**config.mk**
```make
export PLATFORM = sky130hd
export DESIGN_NAME = lor_cmp
export DESIGN_NICKNAME = d
export VERILOG_FILES = /design/src/sv/layer_order_insertion_sorter_assert.svh /design/src/sv/lor_pkg.sv /design/src/sv/lor_cmp.sv
export SDC_FILE = /design/constraint.sdc
export NUM_CORES = 1
export LEC_CHECK = 0
export ABC_AREA = 0
export BUFFER_PORTS_ARGS = -buffer_cell sky130_fd_sc_hd__buf_4
export CAP_MARGIN = 10
export CORE_MARGIN = 2
export CORE_UTILIZATION = 37
export DETAILED_ROUTE_END_ITERATION = 8
export PLACE_DENSITY = 0.81
export SYNTH_ARGS = -nofsm -noshare
export SYNTH_HDL_FRONTEND = slang
export SYNTH_SLANG_ARGS = --single-unit
```
**constraint.sdc**
```tcl
create_clock -name vclk -period 2.1
set_input_delay 0.21 -clock vclk [all_inputs]
set_output_delay 0.21 -clock vclk [all_outputs]
set_load 0.05 [all_outputs]
```
**src/sv/layer_order_insertion_sorter_assert.svh**
```systemverilog
// ---------------------------------------------------------------------------
// Assertion macros for the layer order sorter
// Concurrent assertion wrappers; they compile to nothing in synthesis.
// ---------------------------------------------------------------------------
`ifndef LAYER_ORDER_INSERTION_SORTER_ASSERT_SVH
`define LAYER_ORDER_INSERTION_SORTER_ASSERT_SVH

`ifndef SYNTHESIS
`define LOR_ASSERT(name, clk, rstn, prop) \
  name: assert property (@(posedge clk) disable iff (!(rstn)) (prop)) \
    else $error("assertion failed: %m");
`define LOR_ASSERT_ALWAYS(name, clk, prop) \
  name: assert property (@(posedge clk) (prop)) \
    else $error("assertion failed: %m");
`else
`define LOR_ASSERT(name, clk, rstn, prop)
`define LOR_ASSERT_ALWAYS(name, clk, prop)
`endif

`endif

```
**src/sv/lor_pkg.sv**
```systemverilog
// ---------------------------------------------------------------------------
// Layer order sorter package
// Record layout, cell control and the sort key shared by the cell chain.
// ---------------------------------------------------------------------------
package lor_pkg;

  localparam int unsigned SceneW = 32;
  localparam int unsigned RoleW  = 8;
  localparam int unsigned ZW     = 32;
  localparam int unsigned NodeW  = 32;
  localparam int unsigned PosW   = 6;
  localparam int unsigned KeyW   = SceneW + 1 + ZW + NodeW + PosW;

  typedef struct packed {
    logic                 valid;
    logic [SceneW-1:0]    scene_num;
    logic [RoleW-1:0]     role;
    logic signed [ZW-1:0] z_index;
    logic [NodeW-1:0]     node_id;
    logic [PosW-1:0]      position;
  } rec_t;

  typedef struct packed {
    logic take_left;
    logic take_right;
  } cell_ctrl_t;

  // The arrival position is the last key, so every key is unique and the
  // order is stable whatever the pass pattern.
  function automatic logic [KeyW-1:0] sort_key(rec_t r, logic [RoleW-1:0] env);
    logic not_env;
    not_env = (r.role != env);
    return {r.scene_num, not_env, ~r.z_index[ZW-1], r.z_index[ZW-2:0], r.node_id,
            r.position};
  endfunction

endpackage

```
**src/sv/lor_cmp.sv**
```systemverilog
// ---------------------------------------------------------------------------
// Sorter compare-exchange
// Decides whether two neighboring cells swap their records in a pass.
// ---------------------------------------------------------------------------
module lor_cmp (
  input  lor_pkg::rec_t                lower_i,
  input  lor_pkg::rec_t                upper_i,
  input  logic [lor_pkg::RoleW-1:0]    env_i,
  output logic                         swap_o
);

  logic [lor_pkg::KeyW-1:0] key_lo, key_up;

  assign key_lo = lor_pkg::sort_key(lower_i, env_i);
  assign key_up = lor_pkg::sort_key(upper_i, env_i);
  assign swap_o = upper_i.valid && (!lower_i.valid || (key_up < key_lo));

endmodule
```
==> results by stage <==
Hold path:
- The terminating pin of the worst hold path is swap_o.
- The startpoint of the tightest hold check path is lower_i[110].
- Along the worst hold path, the cell count comes to 4.
- The class of the tightest hold or removal check is in2out.

Setup path:
- The critical path is of the in2out type.
- For the worst setup path, the data arrival time is 2.48 ns.
- The startpoint type of the worst setup path is a primary input.
- The largest driver fanout on the critical path is 2.
- The type of destination of the critical path is an output pin.
- The first element of the critical path is env_i[3].
- The critical path data required time is between 1.5 and 2 ns.

Job:
- The tool flagged a number of max-cap violations equal to 0.

Floorplan:
- The die is 90.5 microns wide.
- The core area is between 7000 and 8000 sq um.
- The die covers about 8200 sq um.
- The starting density of the core is 38.2%.
- The vertical die dimension is around 90 microns.
- During I/O placement, the number of pins put on the boundary was between 200 and 250.
- The number of standard-cell rows in the floorplan is 31.

Power:
- The largest vdd supply drop is around 0.086 mV.
- The net switching power figure is 345 uW.
- The proportion of power drawn by flip-flops and latches is 0%.
- Internal power comes to ~520 uW.
- Per report_power, the clock group accounts for 0% of the total.
- Net switching is between 30% and 40% of the power.
- The leakage dissipation is 2.94 nW.
- Combinational logic burns 100.0% of the power.
- Power spread over the standard cell area amounts to about 180 nW/um^2.

Drt:
- For this block, the initial DRC count from the detailed router was 48.
- In the final routed layout, each cell accounts on average for approximately 13 microns.
- The number of vias in the routed layout is ~3,600.
- The number of nets with antenna violations after detailed routing is 0.
- The first-pass iteration count of the detailed router is 4.
- The remaining design rule violation count is 0.
- Using the TritonRoute via totals, the vias-per-cell ratio works out to between 4 and 5.
- The routed design has roughly 9500 microns of wire.

Timing:
- The maximum clock rate is 372 MHz.
- The minimum clock period after layout is between 2 and 3 ns.
- The final critical path takes up 128% of the cycle.
- The normalized max-slew margin is slightly above 70%.
- The setup slack after layout is -0.591 ns.
- The max-slew violation total from the final report was 0.
- Setup repair after global routing could not meet its margin everywhere.
- At the pin with the least slew margin, the transition time is ~0.42 ns.
- The hold violation count in the final report is 0.
- Setup violations remaining at the end of the flow were counted as 1.

Global route:
- The remaining global-route overflow is 0.
- The pin count of the biggest net entering global routing is 5.
- The global-route wire length before repair is roughly 15,000 microns.
- The overall routing resource usage is 22.0%.
- The number of antenna violations at the first check in global routing is 0.
- The via count of the first global-routing pass came to 3,712.

Synth:
- The cell count after synthesis came out at ~390.
- The netlist uses 37 different library cells.
- The cell taking the most area after synthesis is sky130_fd_sc_hd__ha_1.
- The cell area after synthesis is between 2000 and 3000 sq um.
- Sequential elements use 0% of the synthesized area.
- The synthesized area per cell is slightly above 7 sq um.
- The number of nets handed over by synthesis was around 720.
- Yosys printed 0 warnings.
- Ranked by total cell area, the synthesized netlist is headed by sky130_fd_sc_hd__ha_1, sky130_fd_sc_hd__inv_1, sky130_fd_sc_hd__a21oi_1, sky130_fd_sc_hd__nand4_1, sky130_fd_sc_hd__nand2_1.
- The proportion of netlist area held by the largest area contributor is 46.1%.

Cells and area:
- The sequential standard cell area is 0 sq um.
- The number of diodes added for antenna fixing is 0.
- Counting the fill cells in the layout gives a little over 600.
- The sequential cell count is 0.
- Compared with the post-synthesis result, the final layout area differs by 73.9%.
- The share of the core filled with cells is between 60% and 70%.
- For this run, the post-layout net count is about 980.
- The post-route netlist has approximately 40% of its cells at a drive strength greater than 1.
- The layout has 0 clock buffers.

Run status:
- The run finished, with violations left.
- The checks that failed: negative setup slack.

Placement:
- Once detailed placement completed, the half-perimeter wirelength came to 8970 microns.
- At the placement stage, the worst setup path has a slack of -0.624 ns.
- The count of buffers inserted at the top-level ports is 231.
- Routability-driven placement finished with a final weighted congestion of approximately 0.88.

Clocking:
- After clock tree synthesis, the flow added hold-fix buffers numbering 0.
- The number of setup buffers added after CTS is 0.
-- metal layers --
metal / up-vias / part of all wire, % / global-route usage (%)
li1: 1855 / - / -
met1: 1560 / 37 / 22.4
met2: 148 / 54 / 45.7
met3: 22 / 7.0 / 3.76
met4: 0 / 2.3 / 4.62
met5: - / 0 / 0
-- final cells by class --
class	count	area [sq um]	area share, %
Inverter	104	390	8.10
Multi-Input combinational cell	285	2400	49.9
Tap cell	99	124	2.57
Timing Repair Buffer	252	1900	39.4
-- logic make-up (layout without fill, tap and decap cells) --
logic type | count (synthesis) | count (layout) | share of synthesized area (%)
AOI/OAI and AO/OA | 83 | 83 | 18.8
xor gates and xnor gates | 16 | 16 | 5.06
adders and majority gates | 102 | 102 | 46.1
buffers and inverters | 104 | 356 | 14.1
and+or+nand+nor | 84 | 84 | 15.9
-- what timing repair did --
| action | in CTS | in global routing |
|---|---|---|
| endpoints found under the setup margin | 1 | 1 |
| gates resized for setup | 2 | 2 |
| pin swaps | 2 | 1 |
-- power groups by stage --
stage / Clock (mW) / Combinational (mW) / Sequential, mW
2_1_floorplan: 0 / 0.376 / 0
3_3_place_gp: 0 / 0.822 / 0
3_5_place_dp: 0 / 0.861 / 0
4_1_cts: 0 / 0.871 / 0
5_1_grt: 0 / 0.978 / 0
6_report: 0 / 0.867 / 0
-- critical path, stage by stage --
cell and delay, ns:
sky130_fd_sc_hd__buf_4 0.13, sky130_fd_sc_hd__xor2_2 0.15, sky130_fd_sc_hd__nor4_2 0.34, sky130_fd_sc_hd__nand2_1 0.11, sky130_fd_sc_hd__ha_1 0.30, sky130_fd_sc_hd__nand4_1 0.12
sky130_fd_sc_hd__nor2_2 0.12, sky130_fd_sc_hd__nand3_1 0.10, sky130_fd_sc_hd__or3_1 0.36, sky130_fd_sc_hd__o211ai_1 0.29, sky130_fd_sc_hd__o31ai_4 0.08, sky130_fd_sc_hd__buf_6 0.15
-- synthesized netlist by cell type --
cell,n
sky130_fd_sc_hd__o32a_2,1
sky130_fd_sc_hd__nor3_1,1
sky130_fd_sc_hd__and4_1,4
sky130_fd_sc_hd__nand2_1,27
sky130_fd_sc_hd__or4_1,1
sky130_fd_sc_hd__o2111ai_1,1
sky130_fd_sc_hd__inv_1,104
sky130_fd_sc_hd__o211ai_1,1
sky130_fd_sc_hd__o21ai_0,14
sky130_fd_sc_hd__a2111oi_0,1
sky130_fd_sc_hd__a21oi_2,2
sky130_fd_sc_hd__a221o_1,2
sky130_fd_sc_hd__xnor2_1,8
sky130_fd_sc_hd__nor2b_1,2
sky130_fd_sc_hd__or2_2,1
sky130_fd_sc_hd__o21ai_1,1
sky130_fd_sc_hd__o311a_1,1
sky130_fd_sc_hd__a221oi_1,3
sky130_fd_sc_hd__and2_1,1
sky130_fd_sc_hd__nand3_1,8
sky130_fd_sc_hd__nand4_1,17
sky130_fd_sc_hd__a41o_1,1
sky130_fd_sc_hd__nand2b_1,4
sky130_fd_sc_hd__nor4_1,4
sky130_fd_sc_hd__and4_2,1
sky130_fd_sc_hd__nor2_1,9
sky130_fd_sc_hd__a21oi_1,39
sky130_fd_sc_hd__and3b_1,1
sky130_fd_sc_hd__or3_1,3
sky130_fd_sc_hd__o21a_1,2
sky130_fd_sc_hd__xor2_1,8
sky130_fd_sc_hd__a21o_1,10
sky130_fd_sc_hd__a2111oi_2,1
sky130_fd_sc_hd__ha_1,102
sky130_fd_sc_hd__a31oi_1,1
sky130_fd_sc_hd__o31ai_2,1
sky130_fd_sc_hd__a22oi_1,1
-- cell usage in the layout (no fill, tap or decap), drive strengths merged, types with 4 or more instances in the layout --
| cell | count |
|---|---|
| nand2 | 27 |
| a21oi | 41 |
| buf | 252 |
| nor4 | 4 |
| and4 | 5 |
| ha | 102 |
| inv | 104 |
| nand2b | 4 |
| xor2 | 8 |
| nand4 | 17 |
| a21o | 10 |
| xnor2 | 8 |
| nor2 | 9 |
| nand3 | 8 |
| o21ai | 15 |
-- per-stage QoR --
stage / setup TNS (ns) / area (sq um) / power, mW / hold slack (ns) / std cells
floorplan: -0.186 / 2780 / 0.376 / 0.696 / 389
global placement: -0.528 / 4800 / 0.822 / 0.908 / 740
detailed placement: -0.624 / 4800 / 0.861 / 0.898 / 740
CTS: -0.566 / 4810 / 0.871 / 0.868 / 740
global route: -0.673 / 4820 / 0.978 / 0.880 / 740
finish: -0.591 / 4820 / 0.867 / 0.865 / 740
-- how the worst max path moves through the flow --
stage	to	cells past startpoint
final	swap_o	12
after global routing	swap_o	12
after CTS	swap_o	12
after detailed placement	swap_o	12
after global placement	swap_o	12
after floorplan	swap_o	10
No activity file was read; power rests on OpenSTA's default activity.
