--- src/sv/layer_order_insertion_sorter_assert.svh ---
// ---------------------------------------------------------------------------
// Assertion macros for the layer order sorter
// Concurrent assertion wrappers; they compile to nothing in synthesis.
// ---------------------------------------------------------------------------
`ifndef LAYER_ORDER_INSERTION_SORTER_ASSERT_SVH
`define LAYER_ORDER_INSERTION_SORTER_ASSERT_SVH

`ifndef SYNTHESIS
`define LOR_ASSERT(name, clk, rstn, prop) \
  name: assert property (@(posedge clk) disable iff (!(rstn)) (prop)) \
    else $error("assertion failed: %m");
`define LOR_ASSERT_ALWAYS(name, clk, prop) \
  name: assert property (@(posedge clk) (prop)) \
    else $error("assertion failed: %m");
`else
`define LOR_ASSERT(name, clk, rstn, prop)
`define LOR_ASSERT_ALWAYS(name, clk, prop)
`endif

`endif

--- src/sv/lor_pkg.sv ---
// ---------------------------------------------------------------------------
// Layer order sorter package
// Record layout, cell control and the sort key shared by the cell chain.
// ---------------------------------------------------------------------------
package lor_pkg;

  localparam int unsigned SceneW = 32;
  localparam int unsigned RoleW  = 8;
  localparam int unsigned ZW     = 32;
  localparam int unsigned NodeW  = 32;
  localparam int unsigned PosW   = 6;
  localparam int unsigned KeyW   = SceneW + 1 + ZW + NodeW + PosW;

  typedef struct packed {
    logic                 valid;
    logic [SceneW-1:0]    scene_num;
    logic [RoleW-1:0]     role;
    logic signed [ZW-1:0] z_index;
    logic [NodeW-1:0]     node_id;
    logic [PosW-1:0]      position;
  } rec_t;

  typedef struct packed {
    logic take_left;
    logic take_right;
  } cell_ctrl_t;

  // The arrival position is the last key, so every key is unique and the
  // order is stable whatever the pass pattern.
  function automatic logic [KeyW-1:0] sort_key(rec_t r, logic [RoleW-1:0] env);
    logic not_env;
    not_env = (r.role != env);
    return {r.scene_num, not_env, ~r.z_index[ZW-1], r.z_index[ZW-2:0], r.node_id,
            r.position};
  endfunction

endpackage

--- src/sv/lor_cell.sv ---
// ---------------------------------------------------------------------------
// Sorter cell
// Holds one record and takes its neighbor's record on command.
// ---------------------------------------------------------------------------
module lor_cell (
  input  logic                clk_i,
  input  logic                rst_ni,
  input  lor_pkg::cell_ctrl_t ctrl_i,
  input  lor_pkg::rec_t       left_i,
  input  lor_pkg::rec_t       right_i,
  output lor_pkg::rec_t       rec_o
);

  lor_pkg::rec_t rec_d, rec_q;

  always_comb begin
    rec_d = rec_q;
    if (ctrl_i.take_left) begin
      rec_d = left_i;
    end else if (ctrl_i.take_right) begin
      rec_d = right_i;
    end
  end

  always_ff @(posedge clk_i or negedge rst_ni) begin
    if (!rst_ni) begin
      rec_q <= '0;
    end else begin
      rec_q <= rec_d;
    end
  end

  assign rec_o = rec_q;

endmodule

--- config.mk ---
export PLATFORM = sky130hd
export DESIGN_NAME = lor_cell
export DESIGN_NICKNAME = d
export VERILOG_FILES = /design/src/sv/layer_order_insertion_sorter_assert.svh /design/src/sv/lor_pkg.sv /design/src/sv/lor_cell.sv
export SDC_FILE = /design/constraint.sdc
export NUM_CORES = 1
export LEC_CHECK = 0
export ABC_AREA = 0
export BUFFER_PORTS_ARGS = -buffer_cell sky130_fd_sc_hd__buf_2
export CORE_AREA = 2 2 129 131
export CTS_BUF_LIST = sky130_fd_sc_hd__clkbuf_8
export DETAILED_ROUTE_END_ITERATION = 10
export DIE_AREA = 0 0 131 133
export GPL_TIMING_DRIVEN = 0
export HOLD_SLACK_MARGIN = 0.02
export PLACE_DENSITY = 0.65
export SYNTH_ARGS = -nofsm -noshare
export SYNTH_HDL_FRONTEND = slang
export SYNTH_SLANG_ARGS = --single-unit
--- constraint.sdc ---
create_clock -name clk_i -period 1.1 [get_ports clk_i]
set_clock_uncertainty 0.05 [all_clocks]
set_input_delay 0.11 -clock clk_i [delete_from_list [all_inputs] [get_ports clk_i]]
set_output_delay 0.11 -clock clk_i [all_outputs]
set_load 0.02 [all_outputs]
==> results of run 1 <==
metrics by stage:
step                instances  setup TNS [ns]  hold WS, ns
detailed placement       1036          -0.528       0.0593
global placement         1035         -167.59        0.271
floorplan                 481               0       -0.236
cell families after synthesis:
group / share of synthesized area
buffers and inverters: 0.0639
flip-flops: 0.535
multiplexers: 0.214
AND/OR/NAND/NOR: 0.0802
AO/OA/AOI/OAI: 0.107
==> flow_summary.ini, run 1 <==
[floorplanning]
rows = 47
die_h_um = 133
die_w_um = 131
start_util = 0.321
io_pins = 337

[synth]
syn_nets = 707
yosys-top-cells-count = 111 x dfrtp_1, 111 x mux2i_1, 111 x nand2_1, 111 x o21ai_1, 12 x buf_2
yosysSeqAreaShare = 0.535
synth_edf_count = 0
synth_top_area_share = 0.535
synthCells = 481
synth_largest_area_cell = dfrtp_1
synth.distinct_cells = 8
ys.flop_type = dfrtp_1
syn_avg_cell_area_um2 = 10.8
async_flop_share = 1.00
ys_top_cells_by_area = dfrtp_1 53%, mux2i_1 21%, o21ai_1 11%
syn-cell-area_um2 = 5190
synth_warnings = 0
synth-seq-cells = 111

[clock_tree]
postCtsSetupRepairBufs = 16
h-tree-depth = 3
ctsResizeCount = 212
hold_buffers = 214
cts_sinks = 111
cts_buffers = 9
clock-root-buffer = clkbuf_8
cts_buffer_depth = 2

[placed_design]
dp_hpwl_um = 12500
dpl_cell_area_um2 = 7170
place_congestion = 0.785
pre_cts_ws_ns = -0.0650
port_buffers = 334

[run_status]
haltStage = clock tree synthesis (4_1_cts)
error = [ERROR RSZ-0060] Max buffer count reached.
status = aborted with a tool error
==> run 2: changes to the inputs <==
CORE_AREA = not set   (was 2 2 129 131)
CORE_MARGIN = 2   (was not set)
CORE_UTILIZATION = 20   (was not set)
CTS_BUF_LIST = not set   (was sky130_fd_sc_hd__clkbuf_8)
DIE_AREA = not set   (was 0 0 131 133)
HOLD_SLACK_MARGIN = not set   (was 0.02)
PLACE_DENSITY = not set   (was 0.65)
PLACE_DENSITY_LB_ADDON = 0.15   (was not set)
==> flow_summary.ini, run 2 <==
[run_status]
status = completed

[min_path]
hp-start = right_i[89]
hold_path_class = in2reg

[setup_path]
crit_end = rec_o[77]
slowest_delay_ns = 0.42
critPathLaunchType = flop
r2r_end = rec_o[98]
r2r_cells = 3
reg2reg_setup_slack_ns = 0.18
slowest_stage = dfrtp_1
arrival_ns = 0.92
r2r_start = rec_o[98]
path_cells = buf_6
critical_path_class = reg2out
required_ns = 0.94
cp_num_cells = 1
path_buf_inv = 1
worstPathMaxFanout = 2
crit_path_end_kind = output port
cp_top_family = flip-flops
critical_path.startpoint = rec_o[77]

[cells_and_area]
layout_commonest_cell = buf_2
fin_nets = 1291
n_antenna_cell = 0
final_cell_mix = 302 x buf_2, 221 x dlygate4sd3_1
fillers = 2502
areaGrowthSynthToFinish_pct = 96.2
multiInputGateArea_um2 = 2080
ff_latch_area_um2 = 2780
largest_reg_flops = 111
drive_gt1_frac = 0.365

[placed_design]
pre_cts_ws_ns = -0.0681
port_buffers = 334
dp_hpwl_um = 14300
place_congestion = 0.751

[global_routing]
grt_pass1_vias = 6239
grt_usage = 0.149
grt_overflow = 0
antenna_found_initial = 0
grt_pass1_wl_um = 31500
grt_max_degree = 62

[drt]
drt-total-wl_um = 21200
wl_per_cell_um = 15.2
vias = 5761
viasPerCell = 4.12
drc = 0
ant_nets = 0
drt_iter0_markers = 141
drtPass1Iterations = 4

[clock_tree]
path_clk_slew_ns = 0.09
insertion_delay_ns = 0.34
cts_buffer_depth = 2
clock-root-buffer = clkbuf_16
cts_buffers = 9
h-tree-depth = 3
cts_sinks = 111
cts_tree = done

[floorplanning]
start_util = 0.205
io_pins = 337
core_area_um2 = 25300
rows = 58
dieArea_um2 = 27300
die_h_um = 165
die_w_um = 165

[timing]
fin_crit_sh = 0.979
slew_viol_final = 0
fin_crit_ns = 1.08
max_slew_margin = 0.628
tightest_slew_ns = 0.558
hold_violations = 0
max_freq_mhz = 929
layout_setup_ws_ns = 0.0231
rsz0062_at_grt = true
finalSetupViolations = 0

[synth]
ys_top_cells_by_area = dfrtp_1 53%, mux2i_1 21%, o21ai_1 11%
synth_fa_ha_area_frac = 0
synth_top_family_by_area = multiplexers
yosysSeqAreaShare = 0.535
synth_warnings = 0
synth_largest_area_cell = dfrtp_1
synthMuxAreaShare = 0.214
ys.flop_type = dfrtp_1
syn_avg_cell_area_um2 = 10.8
synth_edf_count = 0
synth_compound_area_frac = 0.107
synth-seq-cells = 111
synth_xor_area_frac = 0
synthCells = 481
synth.distinct_cells = 8
async_flop_share = 1.00
syn-cell-area_um2 = 5190
synth_top_area_share = 0.535
yosys-top-cells-count = 111 x dfrtp_1, 111 x mux2i_1, 111 x nand2_1, 111 x o21ai_1, 12 x buf_2
syn_nets = 707
yosys.area_share.simple = 0.0802

[power_and_ir_drop]
power_density_nw_per_um2 = 1100
finalPower_mw = 11.2
cellLeakagePower_nw = 5.12
peakVddDrop_mv = 0.808

[run]
drv_cap = 0
==> run 2: cell counts after synthesis <==
No cell type changed its count.
==> run 2: metrics by stage <==
stage | instances | hold WS, ns | TNS, ns | util | instance area [µm²]
CTS | 1383 | 0.00217 | -0.0298 | 0.388 | 9820
global route | 1400 | 0.0218 | -0.134 | 0.402 | 10200
finish | 1400 | 0.0346 | 0 | 0.402 | 10200
detailed placement | 1146 | 0.0510 | -1.43 | 0.289 | 7310
global placement | 1145 | 0.271 | -196.44 | 0.287 | 7280
floorplan | 481 | -0.236 | 0 | - | 5190
==> run 2: cell families after synthesis <==
logic type      count (synthesis)
mux                           111
buf+inv                        37
flops                         111
simple gates                  111
compound gates                111
==> run 2: final cells by class <==
cell class / count / area share
Tap cell: 330 / 0.0405
Timing Repair Buffer: 573 / 0.423
Sequential cell: 111 / 0.273
Clock inverter: 4 / 0.00319
Multi-Input combinational cell: 333 / 0.205
Clock buffer: 12 / 0.0232
Buffer: 37 / 0.0326
==> run 2: worst min-delay path by stage <==
stage / endpoint / slack (ns) / cells past startpoint
final: rec_o[89] / 0.03 / 3
after global routing: rec_o[45] / 0.02 / 3
after CTS: rec_o[89] / 0.002 / 3
after detailed placement: rec_o[93] / 0.05 / 1
after global placement: rec_o[109] / 0.27 / 3
after floorplan: rec_o[0] / -0.24 / 0
==> run 2: layer usage <==
metal,share of wire,global-route usage
met1,0.41,0.170
met2,0.51,0.279
met3,0.066,0.0337
met4,0.016,0.0372
met5,0,0
==> run 2: power by group <==
part           internal (mW)  switching, mW
combinational           1.75           1.56
clock                   1.56           1.63
sequential              4.45          0.232
total                   7.76           3.42
==> run 2: what timing repair did <==
| item | CTS | global route |
|---|---|---|
| pin swaps | 0 | 0 |
| setup buffers | 0 | 17 |
| endpoints found under the hold margin | 161 | 0 |
| resized for setup | 10 | 79 |
| hold buffers | 221 | 0 |
| endpoints found under the setup margin | 5 | 113 |
(Power assumes the default switching activity.)
==> run 3: changes to the inputs <==
ABC_AREA = 1   (was 0)
==> flow_summary.ini, run 3 <==
[drt]
dr_wl_met2_um = 12200
vias = 6598
routed.top_layer = met4
drc = 0
drtPass1Iterations = 4
drt-total-wl_um = 24000
viasPerCell = 4.32
ant_nets = 0
wl_met1_um = 9720
wl_met3_um = 1500
drt_iter0_markers = 309
wl_per_cell_um = 15.7

[placed_design]
placedCellCount = 1266
dp_hpwl_um = 16000
port_buffers = 336
place_congestion = 0.789

[timing]
finalSetupViolations = 1
max_slew_margin = 0.580
layout_setup_ws_ns = -0.00818
rsz0062_at_grt = true
hold_violations = 0
tightest_slew_ns = 0.630
fin_crit_ns = 1.11
fin_tns_setup_ns = -0.00818
slew_viol_final = 0
max_freq_mhz = 902
fin_crit_sh = 1.01

[global_routing]
antenna_found_initial = 1
grt_max_degree = 63
grt_overflow = 0
grt_pass1_wl_um = 36300
grt_usage = 0.178
grt_pass1_vias = 6843

[setup_path]
cp_num_cells = 1
reg2reg_setup_slack_ns = 0.27
path_buf_inv = 1
crit_end = rec_o[12]
slowest_delay_ns = 0.43
critical_path_class = reg2out
critPathLaunchType = flop
r2r_end = rec_o[38]
r2r_start = rec_o[38]
required_ns = 0.94
arrival_ns = 0.95
worstPathMaxFanout = 2
r2r_cells = 3
slowest_stage = dfrtp_1
crit_path_end_kind = output port
critical_path.startpoint = rec_o[12]
path_cells = buf_6
cp_top_family = flip-flops

[cells_and_area]
final_cell_mix = 320 x buf_2, 222 x nand2_1, 222 x nand3_1, 222 x dlygate4sd3_1, 111 x dfrtp_1
fin_nets = 1422
layout_commonest_cell = buf_2
final_cells = 1527
areaGrowthSynthToFinish_pct = 102
largest_reg_flops = 111
drive_gt1_frac = 0.345

[synth]
syn_avg_cell_area_um2 = 8.24
synthCells = 605
synth_edf_count = 0
synth_top_area_share = 0.558
syn_nets = 831
async_flop_share = 1.00
synth-seq-cells = 111
ys_top_cells_by_area = dfrtp_1 56%, nand3_1 22%, nand2_1 17%
synth.distinct_cells = 8
synth_largest_area_cell = dfrtp_1
yosys-top-cells-count = 222 x nand2_1, 222 x nand3_1, 111 x dfrtp_1
ys.flop_type = dfrtp_1
syn-cell-area_um2 = 4980
yosysSeqAreaShare = 0.558
synth_warnings = 0

[floorplanning]
start_util = 0.204
core_area_um2 = 24400
die_h_um = 162
dieArea_um2 = 26200
rows = 57
io_pins = 337
die_w_um = 162

[power_and_ir_drop]
cellLeakagePower_nw = 5.09
power_density_nw_per_um2 = 1130
peakVddDrop_mv = 0.484

[clock_tree]
clock-root-buffer = clkbuf_16
cts_buffers = 9
cts_tree = done
cts_buffer_depth = 2
cts_sinks = 111
h-tree-depth = 3
path_clk_slew_ns = 0.08
insertion_delay_ns = 0.36

[min_path]
hold_path_class = in2reg

[run]
drv_cap = 0

[run_status]
status = finished, violations left
violations = negative setup slack
run 3: cell count changes after synthesis:
cell,previous run,this run
clkbuf_1,11,8
nand3_1,0,222
mux2i_1,111,0
o21ai_1,111,0
buf_12,10,0
nor2_1,0,1
nand2_1,111,222
inv_2,0,1
buf_2,12,31
buf_4,4,9
run 3: how the worst min path moves through the flow:
stage	from	end	slack, ns	cells after the start
2_1_floorplan	rst_ni	rec_o[0]	-0.24	0
3_3_place_gp	left_i[6]	rec_o[6]	0.28	3
3_5_place_dp	rst_ni	rec_o[71]	0.05	1
4_1_cts	right_i[4]	rec_o[4]	0.008	3
5_1_grt	right_i[4]	rec_o[4]	0.03	3
6_report	right_i[4]	rec_o[4]	0.02	3
run 3: area by class of cell:
type / count / area (µm²)
tap: 324 / 405
inverter: 1 / 3.75
clock inverter: 4 / 35.0
fill: 2480 / 14300
sequential: 111 / 2780
timing repair buffer: 580 / 4370
antenna: 2 / 5.00
clock buffer: 12 / 256
buffer: 48 / 255
multi-input combinational: 445 / 1950
run 3: power breakdown:
part	internal, mW	switching (mW)
sequential	4.46	0.238
combinational	1.63	1.63
clock	1.70	1.65
run 3: cell families after synthesis:
group                  after synthesis  share of synthesized area
and+or+nand+nor                    445                      0.391
buffers and inverters               49                     0.0515
DFF                                111                      0.558
run 3: metal layers:
| layer | global-route usage | up-vias |
|---|---|---|
| met5 | 0 | - |
| met4 | 0.0611 | 0 |
| met3 | 0.0368 | 37 |
| met2 | 0.327 | 280 |
| met1 | 0.204 | 3091 |
| li1 | - | 3190 |
run 3: worst register-to-register path: stages, from the launching register on:
cell and delay (ns):
dfrtp_1 0.40, buf_4 0.14, nand2_1 0.05, nand3_1 0.07
run 3: metrics by stage:
step           total power [mW]  area [µm²]   util  setup WS (ns)  hold slack (ns)
2_1_floorplan              5.87        4980      -          0.276           -0.236
3_3_place_gp               7.09        7070  0.290          -1.79            0.279
3_5_place_dp               7.10        7100  0.291         -0.291           0.0518
4_1_cts                    11.2        9640  0.395        -0.0322          0.00763
5_1_grt                    11.9       10000  0.412        -0.0366           0.0265
6_report                   11.3       10100  0.412       -0.00818           0.0235
run 3: timing repair:
| action | 4_1_cts | 5_1_grt |
|---|---|---|
| setup endpoints to repair | 3 | 122 |
| buffers inserted | 1 | 20 |
| hold buffers | 222 | 0 |
| endpoints found under the hold margin | 160 | 0 |
| resized for setup | 5 | 89 |
==> run 4: changes to the inputs <==
GPL_ROUTABILITY_DRIVEN = 0   (was not set)
HOLD_SLACK_MARGIN = 0.08   (was not set)
==> flow_summary.ini, run 4 (synthesis gave the netlist of run 3 again) <==
[cells_and_area]
fin_util = 0.412
areaGrowthSynthToFinish_pct = 102
drive_gt1_frac = 0.344
final_cell_mix = 321 x buf_2, 223 x dlygate4sd3_1, 222 x nand2_1, 222 x nand3_1, 111 x dfrtp_1
layout_commonest_cell = buf_2
largest_reg_flops = 111
fin_nets = 1423

[floorplanning]
dieArea_um2 = 26200
rows = 57
die_h_um = 162
io_pins = 337
core_area_um2 = 24400
die_w_um = 162
start_util = 0.204

[clock_tree]
h-tree-depth = 3
clock-root-buffer = clkbuf_16
insertion_delay_ns = 0.36
cts_buffers = 9
cts_sinks = 111
cts_buffer_depth = 2
path_clk_slew_ns = 0.08
cts_tree = done

[setup_path]
cp_num_cells = 1
critPathLaunchType = flop
r2r_end = rec_o[37]
critical_path_class = reg2out
arrival_ns = 0.94
path_cells = buf_6
slowest_stage = dfrtp_1
critical_path.startpoint = rec_o[12]
r2r_start = rec_o[37]
r2r_cells = 3
cp_top_family = flip-flops
worstPathMaxFanout = 2
slowest_delay_ns = 0.43
crit_path_end_kind = output port
path_buf_inv = 1
required_ns = 0.94
crit_end = rec_o[12]
reg2reg_setup_slack_ns = 0.27

[run_status]
violations = negative setup slack
status = finished, violations left

[global_routing]
antenna_found_initial = 1
grt_usage = 0.178
grt_pass1_wl_um = 36300
grt_pass1_vias = 6835
grt_overflow = 0
grt_max_degree = 63

[drt]
vias = 6628
drtPass1Iterations = 4
drc = 0
wl_per_cell_um = 15.7
drt-total-wl_um = 24000
viasPerCell = 4.34
drt_iter0_markers = 282
ant_nets = 0

[power_and_ir_drop]
peakVddDrop_mv = 0.484
finalPower_mw = 11.3
power_density_nw_per_um2 = 1120
cellLeakagePower_nw = 5.09

[timing]
slew_viol_final = 0
finalSetupViolations = 1
max_freq_mhz = 908
fin_crit_sh = 1.00
hold_violations = 0
rsz0062_at_grt = true
tightest_slew_ns = 0.632
max_slew_margin = 0.578
fin_crit_ns = 1.10
layout_setup_ws_ns = -0.00186

[run]
drv_cap = 0

[min_path]
hold_path_class = in2async

[placed_design]
dp_hpwl_um = 16000
port_buffers = 336
==> run 4: layout make-up <==
type	instances	area [µm²]
inverters	1	3.75
clock inverters	4	35.0
fillers	2478	14300
repair buffers	581	4370
diodes	2	5.00
clock buffers	12	256
plain buffers	48	255
multi-input cells	445	1950
well taps	324	405
flip-flops and latches	111	2780
==> run 4: per-layer routing <==
| metal | vias up | GRT usage | share of wire | wire length, µm |
|---|---|---|---|---|
| met5 | - | 0 | 0 | 0 |
| met4 | 0 | 0.0611 | 0.023 | 546 |
| met3 | 37 | 0.0368 | 0.063 | 1520 |
| met2 | 286 | 0.326 | 0.51 | 12200 |
| met1 | 3113 | 0.204 | 0.40 | 9710 |
| li1 | 3192 | - | - | - |
==> run 4: power by group <==
group	internal, mW	switching (mW)
Clock	1.70	1.65
Sequential	4.46	0.236
Combinational	1.63	1.63
Total	7.79	3.52
==> run 4: worst min path at each step <==
| stage | from | to | cells past startpoint |
|---|---|---|---|
| detailed placement | rst_ni | rec_o[71] | 1 |
| finish | rst_ni | rec_o[71] | 2 |
| global route | rst_ni | rec_o[71] | 2 |
| CTS | rst_ni | rec_o[71] | 2 |
| global placement | left_i[6] | rec_o[6] | 3 |
| floorplan | rst_ni | rec_o[0] | 0 |
==> run 4: per-stage QoR <==
step                hold slack, ns  std cells  setup WS (ns)  cell area [µm²]  setup TNS, ns
floorplan                   -0.236        605          0.276             4980              0
global placement             0.279       1265          -1.79             7070        -218.58
detailed placement          0.0518       1266         -0.291             7100         -22.92
finish                       0.203       1528       -0.00186            10100       -0.00186
global route                 0.223       1527        -0.0366            10100         -0.139
CTS                          0.220       1506        -0.0322             9650        -0.0322
==> run 4: timing repair <==
item / in CTS / in global routing
setup buffers: 1 / 20
gates resized for setup: 5 / 87
endpoints found under the setup margin: 3 / 121
hold buffers: 223 / 0
endpoints found under the hold margin: 160 / 0
